**src/tcw_pkg.sv**
```systemverilog
// Shared types, command codes and defaults for the text console writer.
package tcw_pkg;

    localparam int COLUMNS_DEF = 80;
    localparam int ROWS_DEF    = 25;

    localparam int ADDR_FIELD_W = 11;
    localparam int CELL_W       = 16;

    // Reciprocal scaling for row = address / COLUMNS on an 11-bit address.
    localparam int RECIP_SHIFT = 20;

    localparam int QUEUE_DEPTH = 2;

    localparam logic [1:0] CMD_WRITE  = 2'd0;
    localparam logic [1:0] CMD_CLEAR  = 2'd1;
    localparam logic [1:0] CMD_READ   = 2'd2;
    localparam logic [1:0] CMD_RENDER = 2'd3;

    localparam logic [7:0] NEWLINE_CODE = 8'd10;
    localparam logic [3:0] NIBBLE_MASK  = 4'h0F;

    typedef struct packed {
        logic [1:0]              command;
        logic [7:0]              char_code;
        logic [3:0]              fg_color;
        logic [3:0]              bg_color;
        logic [ADDR_FIELD_W-1:0] read_address;
    } t_cmd_in;

    typedef struct packed {
        logic [ADDR_FIELD_W-1:0] cursor_index;
        logic [CELL_W-1:0]       read_cell;
    } t_result;

    // Classified item passed from the front end to the sequencer.
    typedef struct packed {
        logic [1:0]              command;
        logic                    is_newline;
        logic [CELL_W-1:0]       cell_value;
        logic [ADDR_FIELD_W-1:0] read_address;
        logic                    out_of_range;
        logic [ADDR_FIELD_W-1:0] read_row;
    } t_item;

endpackage

```
**src/tcw_queue.sv**
```systemverilog
// Two-entry queue between the front end and the sequencer.
module tcw_queue (
    input  logic           i_clk,
    input  logic           i_rst_n,
    input  logic           i_push,
    input  tcw_pkg::t_item i_item,
    output logic           o_full,
    input  logic           i_pop,
    output logic           o_valid,
    output tcw_pkg::t_item o_item
);
    import tcw_pkg::*;

    localparam int PTR_W = $clog2(QUEUE_DEPTH);
    localparam int CNT_W = $clog2(QUEUE_DEPTH + 1);

    t_item            r_entry [QUEUE_DEPTH];
    logic [PTR_W-1:0] r_wr_ptr;
    logic [PTR_W-1:0] r_rd_ptr;
    logic [CNT_W-1:0] r_count;

    assign o_full  = (r_count == CNT_W'(QUEUE_DEPTH));
    assign o_valid = (r_count != '0);
    assign o_item  = r_entry[r_rd_ptr];

    always_ff @(posedge i_clk) begin
        if (!i_rst_n) begin
            r_wr_ptr <= '0;
            r_rd_ptr <= '0;
            r_count  <= '0;
        end else begin
            if (i_push) begin
                r_wr_ptr <= r_wr_ptr + 1'b1;
            end
            if (i_pop) begin
                r_rd_ptr <= r_rd_ptr + 1'b1;
            end
            if (i_push && !i_pop) begin
                r_count <= r_count + 1'b1;
            end else if (i_pop && !i_push) begin
                r_count <= r_count - 1'b1;
            end
        end
    end

    always_ff @(posedge i_clk) begin
        if (i_push) begin
            r_entry[r_wr_ptr] <= i_item;
        end
    end

endmodule

```
**config.mk**
```make
export PLATFORM = sky130hd
export DESIGN_NAME = tcw_queue
export DESIGN_NICKNAME = d
export VERILOG_FILES = /design/src/tcw_pkg.sv /design/src/tcw_queue.sv
export SDC_FILE = /design/constraint.sdc
export NUM_CORES = 1
export LEC_CHECK = 0
export BUFFER_PORTS_ARGS = -buffer_cell sky130_fd_sc_hd__buf_2
export CAP_MARGIN = 0
export CORE_AREA = 2 2 84 86
export DETAILED_ROUTE_END_ITERATION = 8
export DIE_AREA = 0 0 86 88
export PLACE_DENSITY = 0.77
export SLEW_MARGIN = 0
export SYNTH_ARGS = -nofsm -noshare
export SYNTH_HDL_FRONTEND = slang
export SYNTH_SLANG_ARGS = --single-unit
```
**constraint.sdc**
```tcl
create_clock -name i_clk -period 3.75 [get_ports i_clk]
set_clock_uncertainty 0.05 [all_clocks]
set_input_delay 0.75 -clock i_clk [delete_from_list [all_inputs] [get_ports i_clk]]
set_output_delay 0.75 -clock i_clk [all_outputs]
set_load 0.05 [all_outputs]
```
Word-level counts from Yosys, hierarchy flattened. Memories as Yosys holds them, arrays and structs flattened. A register that Yosys moved wholly into a read port is not among the register bits. Cells that the tools add are included.

Register bits: 4. Bits in latches: 0. Bits in writable memories: 84. Memory bits (read-only): 0. Input bits: 46. Output and inout bits: 44. Word-level logic and storage cells: 21. Memories: 1.

Memory list: r_entry (words 2, width 42, rd ports 1, clocked after Yosys merged registers in 1, write ports 1, line tcw_queue.sv:17) `t_item r_entry [QUEUE_DEPTH];`.

$add $sub $neg: 4. Multipliers: 0. Divide/modulo/power cells: 0. Order comparisons: 0. Equal/unequal tests: 1. Shifts and indexed selects: 0. Multiplexer cells: 6. Bitwise logic cells: 0. Reductions and logical operators: 6.

Operators by type and width (count): 2-to-1 mux 1 bit (4); 2-to-1 mux 2 bit (2); nonzero test 2 bit (2); adder 1 bit, second input constant (2); adder 2 x 1 -> 2 bit, second input constant (1); == test 2 bit, second input constant (1); logical AND 1 bit (2); logical NOT 1 bit (2); subtractor 2 x 1 -> 2 bit, second input constant (1).

Depth between registers and ports, before layout.
Depth in word-level cells: 4. Gate-level depth with buffers: 5.

Least setup slack after synthesis. Ideal clock, no wire load.

Path type: in2reg. Start point: input port i_push. End point: memory r_entry[0][0] in the netlist's numbering (enable). Setup time: 0.448 ns. Arrival time: 2.656 ns. Data required time: 3.252 ns. Setup slack: 0.597 ns. Cell stages on the path: 1. Path buffers: 0. Cells stage by stage: nor2b_1.

Cells in the longest elaborated chain, start to end: 2.

RTL lines: start: declaration (line tcw_queue.sv:5) `input logic i_push,`; 2-to-1 mux 1 bit (line tcw_queue.sv:47) `if (i_push) begin`; 2-to-1 mux 1 bit (implied by the code) (line tcw_queue.sv:48) `r_entry[r_wr_ptr] <= i_item;`; end: declaration (line tcw_queue.sv:17).

No other way between the ends.

==> qor.yml <==
syn-cell-area_um2: 3250
synth_nets: 200
power_w: 0.00207
ir_drop_mv: 0.290
finalWirelength_um: 5400
clkTransAtPathRegs_ns: 0.07
grtUsageTotal: 0.149
ios: 90
clkSinkCount: 89
core_um2: 6640
dp_hpwl_um: 3480
drv_cap: 0
clk_path_buf_depth: 2
finalCritPeriodShare: 0.746
io_buffer_count: 89
rsz0062_at_grt: "no"
worstPathRequired_ns: 2.95
finalSetupTns_ns: 0
die_w_um: 86
ant_nets: 0
power_density_nw_per_um2: 525
cts_buffers: 9
leakage_nw: 1.50
holdBufCountCts: 0
cts_root_buf: "clkbuf_8"
endpoint_kind: "output port"
start_util: 0.489
wl_per_cell_um: 16.2
outcome: "complete, no violations"
final_nets: 297
synth-seq-cells: 89
drt_iter0_drc: 79
die-area_um2: 7570
cts_setup_buffers: 0
remaining_drc_errors: 0
final-seq-area_um2: 2620
final-hold-violation-count: 0
avgSynthCellArea_um2: 21.3
cp_slowest_cell: "dfxtp_2"
syn_inst: 153
worstMarginPinSlew_ns: 1.04
crit_fanout: 42
placedCellCount: 319
grt_overflow: 0
gp_congestion: 0.756
tritoncts: "yes"
multi_input_area_um2: 599
drive_gt1_frac: 0.594
clk_latency_ns: 0.34
setup_slack_ns: 0.952
dp_slack_ns: 1.27
ys_warn_count: 0
grt_pass1_wl_um: 8070
slowest_delay_ns: 0.99
fillers: 518
crit_arrival_ns: 2.00
cp-start-kind: "flop"
period_needed_ns: 2.80
rows: 30
grt_pass1_vias: 1715
hold_path.class: "reg2reg"
htreeDepth: 3
dr.pass1.iters: 4
post_dp_cell_area_um2: 3790
stdcell_area_um2: 3940
slew_viol_final: 0
setup_viol: 0
cts_resized: 0
yosysSeqAreaShare: 0.806
dieHeight_um: 88
areaGrowthSynthToFinish_pct: 21.1
n_antenna_cell: 0
fin_cells: 334
fmax_mhz: 357
routed_via_density: 4.92
ys_types: 17
grt_max_degree: 43
relSlewSlack: 0.308
antenna_found_initial: 0
path_cells: "mux2_2 -> buf_2"
criticalPathCategory: "reg2out"
num_vias: 1643
-- cell families (layout without fill, tap and decap cells) --
kind of cell | Yosys count | in the layout | share of synthesized area
AO/OA/AOI/OAI | 3 | 3 | 0.00616
XOR/XNOR | 3 | 3 | 0.00808
adder cells (fa/ha/maj) | 1 | 1 | 0.00385
buffers and inverters | 6 | 107 | 0.0119
flip-flops | 89 | 89 | 0.806
multiplexers | 42 | 42 | 0.145
AND/OR/NAND/NOR | 9 | 9 | 0.0181
-- power by group --
part | switching [W] | internal, W | leakage (nW)
Combinational | 0.000250 | 0.000111 | 0.585
Sequential | 0.0000311 | 0.00115 | 0.830
Clock | 0.000300 | 0.000230 | 0.0831
Total | 0.000581 | 0.00149 | 1.50
-- cells in the final DEF (no fill, tap or decap), types with 2 or more instances in the layout --
| master | Yosys | final |
|---|---|---|
| and2_1 | 4 | 3 |
| buf_2 | 1 | 89 |
| buf_4 | 4 | 2 |
| clkbuf_8 | 0 | 9 |
| clkinv_2 | 0 | 4 |
| dfxtp_1 | 5 | 4 |
| edfxtp_1 | 84 | 84 |
| mux2_2 | 42 | 42 |
| xor2_1 | 2 | 2 |
-- worst max-delay path: cells and delay by family (launching register included) --
family	cells	cell delay [ns]
muxes	1	0.43
DFF	1	0.99
buffers and inverters	1	0.21
-- worst paths after layout --
check	start	end	slack (ns)	depth (start not counted)
worst max register to register	r_wr_ptr	r_entry[1][14]	2.06	1
worst min-delay path	r_count[1]	r_count[1]	0.46	2
worst min register to register	r_count[1]	r_count[1]	0.46	2
worst max-delay path	flop	o_item[15]	0.95	2
-- per-stage QoR --
stage	utilization	hold slack [ns]
CTS	0.593	0.461
global placement	0.570	0.431
finish	0.593	0.464
global route	0.593	0.510
floorplan	-	0.411
detailed placement	0.570	0.450
-- cell usage after synthesis, drive strengths merged --
library cell | count | area [um2]
edfxtp | 84 | 2520
mux2 | 42 | 473
buf | 5 | 35.0
dfxtp | 5 | 100
and2 | 4 | 25.0
nor2b | 2 | 12.5
xor2 | 2 | 17.5
a21boi | 1 | 7.51
and2b | 1 | 8.76
ha | 1 | 12.5
inv | 1 | 3.75
o21a | 1 | 7.51
o21ai | 1 | 5.00
or2 | 1 | 6.26
or3 | 1 | 6.26
xnor2 | 1 | 8.76
-- final cells by class --
cell class	instances	share of cell area
clock buffers	10	0.0324
clock inverters	5	0.00604
inverters	1	0.000953
multi-input cells	58	0.152
flip-flops and latches	89	0.666
well taps	80	0.0254
repair buffers	91	0.117
-- per-layer routing --
metal / track usage / vias up / share of wire / wire length, um
li1: - / 787 / - / -
met1: 0.159 / 799 / 0.38 / 2070
met2: 0.257 / 47 / 0.55 / 2980
met3: 0.0518 / 10 / 0.043 / 233
met4: 0.0851 / 0 / 0.021 / 114
met5: 0 / - / 0 / 0
-- sequential cells by signal, indices dropped and copies added (netlist names), named ones only --
register,flops
r_count,2
r_entry,84
r_wr_ptr,1
r_rd_ptr,1
Power figures use the tool's default switching activity.
