## src/tcw_pkg.sv

```systemverilog
// Shared types, command codes and defaults for the text console writer.
package tcw_pkg;

    localparam int COLUMNS_DEF = 80;
    localparam int ROWS_DEF    = 25;

    localparam int ADDR_FIELD_W = 11;
    localparam int CELL_W       = 16;

    // Reciprocal scaling for row = address / COLUMNS on an 11-bit address.
    localparam int RECIP_SHIFT = 20;

    localparam int QUEUE_DEPTH = 2;

    localparam logic [1:0] CMD_WRITE  = 2'd0;
    localparam logic [1:0] CMD_CLEAR  = 2'd1;
    localparam logic [1:0] CMD_READ   = 2'd2;
    localparam logic [1:0] CMD_RENDER = 2'd3;

    localparam logic [7:0] NEWLINE_CODE = 8'd10;
    localparam logic [3:0] NIBBLE_MASK  = 4'h0F;

    typedef struct packed {
        logic [1:0]              command;
        logic [7:0]              char_code;
        logic [3:0]              fg_color;
        logic [3:0]              bg_color;
        logic [ADDR_FIELD_W-1:0] read_address;
    } t_cmd_in;

    typedef struct packed {
        logic [ADDR_FIELD_W-1:0] cursor_index;
        logic [CELL_W-1:0]       read_cell;
    } t_result;

    // Classified item passed from the front end to the sequencer.
    typedef struct packed {
        logic [1:0]              command;
        logic                    is_newline;
        logic [CELL_W-1:0]       cell_value;
        logic [ADDR_FIELD_W-1:0] read_address;
        logic                    out_of_range;
        logic [ADDR_FIELD_W-1:0] read_row;
    } t_item;

endpackage

```

## src/tcw_front.sv

```systemverilog
// Front end: takes command beats, decodes them and splits read addresses into rows.
module tcw_front #(
    parameter int COLUMNS = tcw_pkg::COLUMNS_DEF,
    parameter int ROWS    = tcw_pkg::ROWS_DEF
) (
    input  logic             i_clk,
    input  logic             i_rst_n,
    input  logic             i_valid,
    output logic             o_stall,
    input  tcw_pkg::t_cmd_in i_data,
    output logic             o_push,
    output tcw_pkg::t_item   o_item,
    input  logic             i_q_full
);
    import tcw_pkg::*;

    localparam int CELL_COUNT = ROWS * COLUMNS;
    localparam int PROD_W     = ADDR_FIELD_W + RECIP_SHIFT;
    localparam logic [RECIP_SHIFT-1:0] RECIP_VAL =
        RECIP_SHIFT'((1 << RECIP_SHIFT) / COLUMNS + 1);

    logic           r_valid;
    t_item          r_item;
    t_item          n_item;
    logic [PROD_W-1:0] row_prod;

    // Exact for every 11-bit address while COLUMNS is between 2 and 255.
    assign row_prod = {{RECIP_SHIFT{1'b0}}, i_data.read_address}
                    * {{ADDR_FIELD_W{1'b0}}, RECIP_VAL};

    always_comb begin
        n_item.command      = i_data.command;
        n_item.is_newline   = (i_data.char_code == NEWLINE_CODE);
        n_item.cell_value   = {i_data.bg_color & NIBBLE_MASK,
                               i_data.fg_color & NIBBLE_MASK,
                               i_data.char_code};
        n_item.read_address = i_data.read_address;
        n_item.out_of_range = ({21'd0, i_data.read_address} >= 32'(CELL_COUNT));
        n_item.read_row     = row_prod[PROD_W-1:RECIP_SHIFT];
    end

    assign o_stall = r_valid & i_q_full;
    assign o_push  = r_valid & ~i_q_full;
    assign o_item  = r_item;

    always_ff @(posedge i_clk) begin
        if (!i_rst_n) begin
            r_valid <= 1'b0;
        end else if (!o_stall) begin
            r_valid <= i_valid;
        end
    end

    always_ff @(posedge i_clk) begin
        if (i_valid && !o_stall) begin
            r_item <= n_item;
        end
    end

endmodule

```

## config.mk

```make
export PLATFORM = sky130hd
export DESIGN_NAME = tcw_front
export DESIGN_NICKNAME = d
export VERILOG_FILES = /design/src/tcw_pkg.sv /design/src/tcw_front.sv
export SDC_FILE = /design/constraint.sdc
export NUM_CORES = 1
export LEC_CHECK = 0
export ABC_AREA = 0
export ABC_CLOCK_PERIOD_IN_PS = 4300
export BUFFER_PORTS_ARGS = -buffer_cell sky130_fd_sc_hd__buf_2
export CORE_ASPECT_RATIO = 1.25
export CORE_UTILIZATION = 35
export DETAILED_ROUTE_END_ITERATION = 7
export PLACE_DENSITY = 0.68
export SLEW_MARGIN = 20
export SYNTH_ARGS = -nofsm -noshare
export SYNTH_HDL_FRONTEND = slang
export SYNTH_SLANG_ARGS = --single-unit
```

## constraint.sdc

```tcl
create_clock -name i_clk -period 4.3 [get_ports i_clk]
set_clock_uncertainty 0.2 [all_clocks]
set_input_delay 0 -clock i_clk [delete_from_list [all_inputs] [get_ports i_clk]]
set_output_delay 0 -clock i_clk [all_outputs]
set_load 0.05 [all_outputs]
```

* Word-level counts from Yosys, hierarchy flattened *
Index checks and enable logic that the tools add are counted.

word-level totals
  logic and storage cells = 15
  output and inout port bits = 44
  register bits = 37

cells by class
  order comparisons = 1
  equality and inequality tests = 1
  reduce and logical (&&, ||, !) cells = 2
  $mul = 1
  bitwise operators = 3

operator list
  operator                                                                number
  11-bit by 12-bit multiplier with 23-bit output (second input constant)  1
  11-bit greater-or-equal comparator (second input constant)              1
  8-bit by 4-bit equality test with 1-bit output (second input constant)  1
  1-bit AND                                                               2
  1-bit logical AND                                                       1
  1-bit zero test                                                         1
  1-bit inverter                                                          1

* Longest topological paths before layout *
  depth after elaboration = 3
  depth in mapped cells = 18
  mapped depth without buffers = 18

* Worst setup path after synthesis *
Ideal clock, no wire load.

  kind = input-to-reg
  start = in i_data[5] (netlist name)
  end = reg r_item (netlist bit o_item[4]) (data pin)
  cell stages on the path = 16
  slack = 0.142 ns
  library setup time = 0.150 ns
  arrival time = 3.808 ns
  path through = inv_1 > ha_1 > inv_1 > fa_1 > fa_1 > inv_1 > fa_1 > fa_1 > inv_1 > ha_1 > nand4_1 > nor2_1 > a211o_2 > nand4_1 > mux2_2 > o211ai_2

RTL lines
  item                  line             text
  from (decl)           tcw_front.sv:10  input tcw_pkg::t_cmd_in i_data,
  to (signal assigned)  tcw_front.sv:56  r_item <= n_item;
  to (decl)             tcw_front.sv:23  t_item r_item;

==> impl_results.md <==
* Clk pwr share at 18.7%
* Startpoint types: input port
* Fmax at 240 MHz
* GPL Wtd Cong at 0.833
* Max incr delay on CP at ~0.54 ns
* Worst flop-to-flop path endpoint: o_item[11]
* Ant diodes at 0
* Initial DRC Count at 57
* Status: complete, no violations
* Most used cell, CP: inv_1
* CP Cell Sequence: buf_2 > buf_4 > dlygate4sd3_1 > buf_4 > ha_1 > inv_1 > fa_1 > inv_1 > fa_1 > inv_1 > fa_1 > inv_1 > ha_4 > a21oi_2 > a21oi_1 > a211o_2 > nand4_1 > mux2_2 > o211ai_2
* Seq pwr share at 21.2%
* Hold path startpoint: i_valid
* Total Nets Final at 570
* Netlist cell types at 38
* Mapped Avg Cell Area at 11.2 µm²
* Routed WL per cell at 12.2 µm
* Worst path slowest cell: dlygate4sd3_1
* P_leak at 2.31 nW
* Placeable Area at 9560 µm²
* Largest family of logic cells by synthesized area: adder cells
* Fillers at 845
* FF-to-FF path depth at 2
* Largest net degree at the start of global routing at 37
* Post-DRT Antenna Nets at 0
* DIE AREA at 10,200 µm²
* RSZ-0062 raised after global routing: true
* DPL Wire Length at 5670 µm
* Area post-placement at 4100 µm²
* Die height at ~110 µm
* Top cell type's share of synthesized area at roughly a third
* Worst setup EP type: flop
* Mapped cell area at roughly 3400 µm²
* Endpoints failing hold at 0
* Final setup fails at 0
* Crit path required time at 4.23 ns
* Synth Area in Compound Gates at under 10%
* Max-slew violation count at 0
* Commonest non-fill, non-tap cell in the layout: inv_1
* # DRC at 0
* Ys Warns at 0
* Multiplexer area fraction after synthesis at less than 1%
* Seq/Total Area, Yosys at 32.0%
* Post-synth EDFFs at 36
* Vias at 2,511
* GRT Util Overall at 14.8%
* TritonCTS clock tree: built
* Ys async rst share at 0%
* Clock transition at path regs at 0.05 ns
* Highest-count cells in the layout ignoring fill and taps: inv_1, buf_2, ha_1, edfxtp_1
* Buf/Inv on CP at 8
* Vias/cell at approximately 4.5
* Post-route cell area at approximately 4600 µm²
* Combinational Power Share at 60.1%
* Multi-input logic area at about 2100 µm²
* CTS Buf Count at 5
* Switch share at 41.7%
* Worst VDD drop at 0.158 mV
* Port Buf Inserts at 70
* Number of synthesized register bits at 37
* CP Class: input port to flop
* RR Startpoint: r_valid
* Psw at 0.896 mW
* Synth Area in Simple Gates at 7.10%
* Hold Crit Class: input port to flop
* Drt pass-1 iters at 4
* Depth of the worst hold-timing path at 2
* First-pass GRT wire length at between 10,000 and 15,000 µm
* CTS Sinks at 37
* Ys flop type: edfxtp_1
* Max-cap violations at 0
* Synth Area in Adders at 43.2%
* Number of global-route vias before repair at 2,596
* Crit-path max FO at 4
* Internal power at around 1.3 mW
* Critical path's top delay family: adder cells
* PwrDens at 466 nW/µm²
* Max clock buf depth at 2
* Slew of the pin with the lowest slew margin at 0.946 ns
* Largest cells by area after synthesis: edfxtp_1, ha_1, fa_1, inv_1, a21oi_1
* Root buf cell: clkbuf_16
* Yosys top cell by area: edfxtp_1
* Antenna violations before repair at 0
* # H-tree levels at 2
* WP data arrival at 4.11 ns
* Share of cells above drive strength 1 at 25.8%
* Xor and xnor area share after synthesis at around 1.5%
* Row count at 40
* Mapped Cells at 306
* Width of the die at 90.7 µm
* Worst hold endpoint: o_item[4]
* Setup_tns at 0 ns
* Initial core utilization at 36.0%
* Tcrit/Tclk final at 97.0%
* Syn-to-layout area delta at 34.2%
* Final WL at about 6900 µm
* Ports at 77
* Worst relative slew slack at between 30 and 40%
* Register Area at 1100 µm²
* Grt ovf at 0
* Clk Latency, worst-skew pair at approximately 0.28 ns
* Period minus WS final at 4.17 ns
* R2r setup slk at approximately 2.5 ns
[cells by family after synthesis]
logic type,Yosys count
adder cells (fa/ha/maj),100
AO/OA/AOI/OAI,33
buffers and inverters,80
flip-flops,37
AND/OR/NAND/NOR,48
XOR/XNOR,6
multiplexers,1
other,1
[power groups by stage]
stage	Clock, mW	Sequential [mW]	Combinational [mW]
floorplan	0	0.590	0.803
global placement	0	0.463	1.18
detailed placement	0	0.464	1.21
CTS	0.407	0.457	1.24
global route	0.428	0.459	1.48
finish	0.402	0.456	1.29
[metal layers]
layer | track usage [%] | vias to the layer above | wire length, µm
met4 | 8.71 | 0 | 293
met2 | 27.5 | 62 | 3790
met5 | 0 | - | 0
li1 | - | 1266 | -
met3 | 2.02 | 17 | 211
met1 | 15.7 | 1166 | 2590
[through the flow]
stage               hold slack (ns)  util [%]  std cells  setup WS, ns  total power, mW
floorplan                    -0.101         -        311         0.142             1.39
finish                       0.0972      48.3        564         0.128             2.15
CTS                          0.0676      47.8        563        0.0448             2.11
detailed placement          -0.0216      42.9        524        -0.140             1.67
global route                  0.119      48.3        564       -0.0157             2.36
global placement            -0.0232      42.9        524        -0.119             1.65
[cells in the mapped netlist (all sizes together), types with 3 or more instances]
master	number
xnor2	3
nand3	3
nor2	12
nand2	14
nand4	4
ha	69
edfxtp	36
inv	74
a21oi	13
fa	31
o21ai	9
nor2b	5
buf	6
xor2	3
[flip-flops by register name, summed over array words and instances, names as in the netlist]
register	flops
o_item	36
r_valid	1
[how the worst max path moves through the flow]
stage              start         to  depth (start not counted)
6_report       i_data[8]  o_item[4]                         19
5_1_grt        i_data[8]  o_item[4]                         19
4_1_cts        i_data[8]  o_item[4]                         19
3_5_place_dp   i_data[5]  o_item[4]                         17
3_3_place_gp   i_data[5]  o_item[4]                         17
2_1_floorplan  i_data[5]  o_item[4]                         16
[what timing repair did]
action	CTS	global route
setup buffers	0	1
gates resized for setup	0	4
hold endpoints to repair	31	0
setup endpoints to repair	0	3
hold buffers	31	0
[area by class of cell]
type                       count  share of cell area (%)
tap                          126                    3.42
timing repair buffer         125                    18.2
multi-input combinational    194                    45.0
inverter                      74                    6.02
clock buffer                   6                    2.79
clock inverter                 2                   0.732
sequential                    37                    23.9
Note: power is estimated with default switching activity, not from simulation.
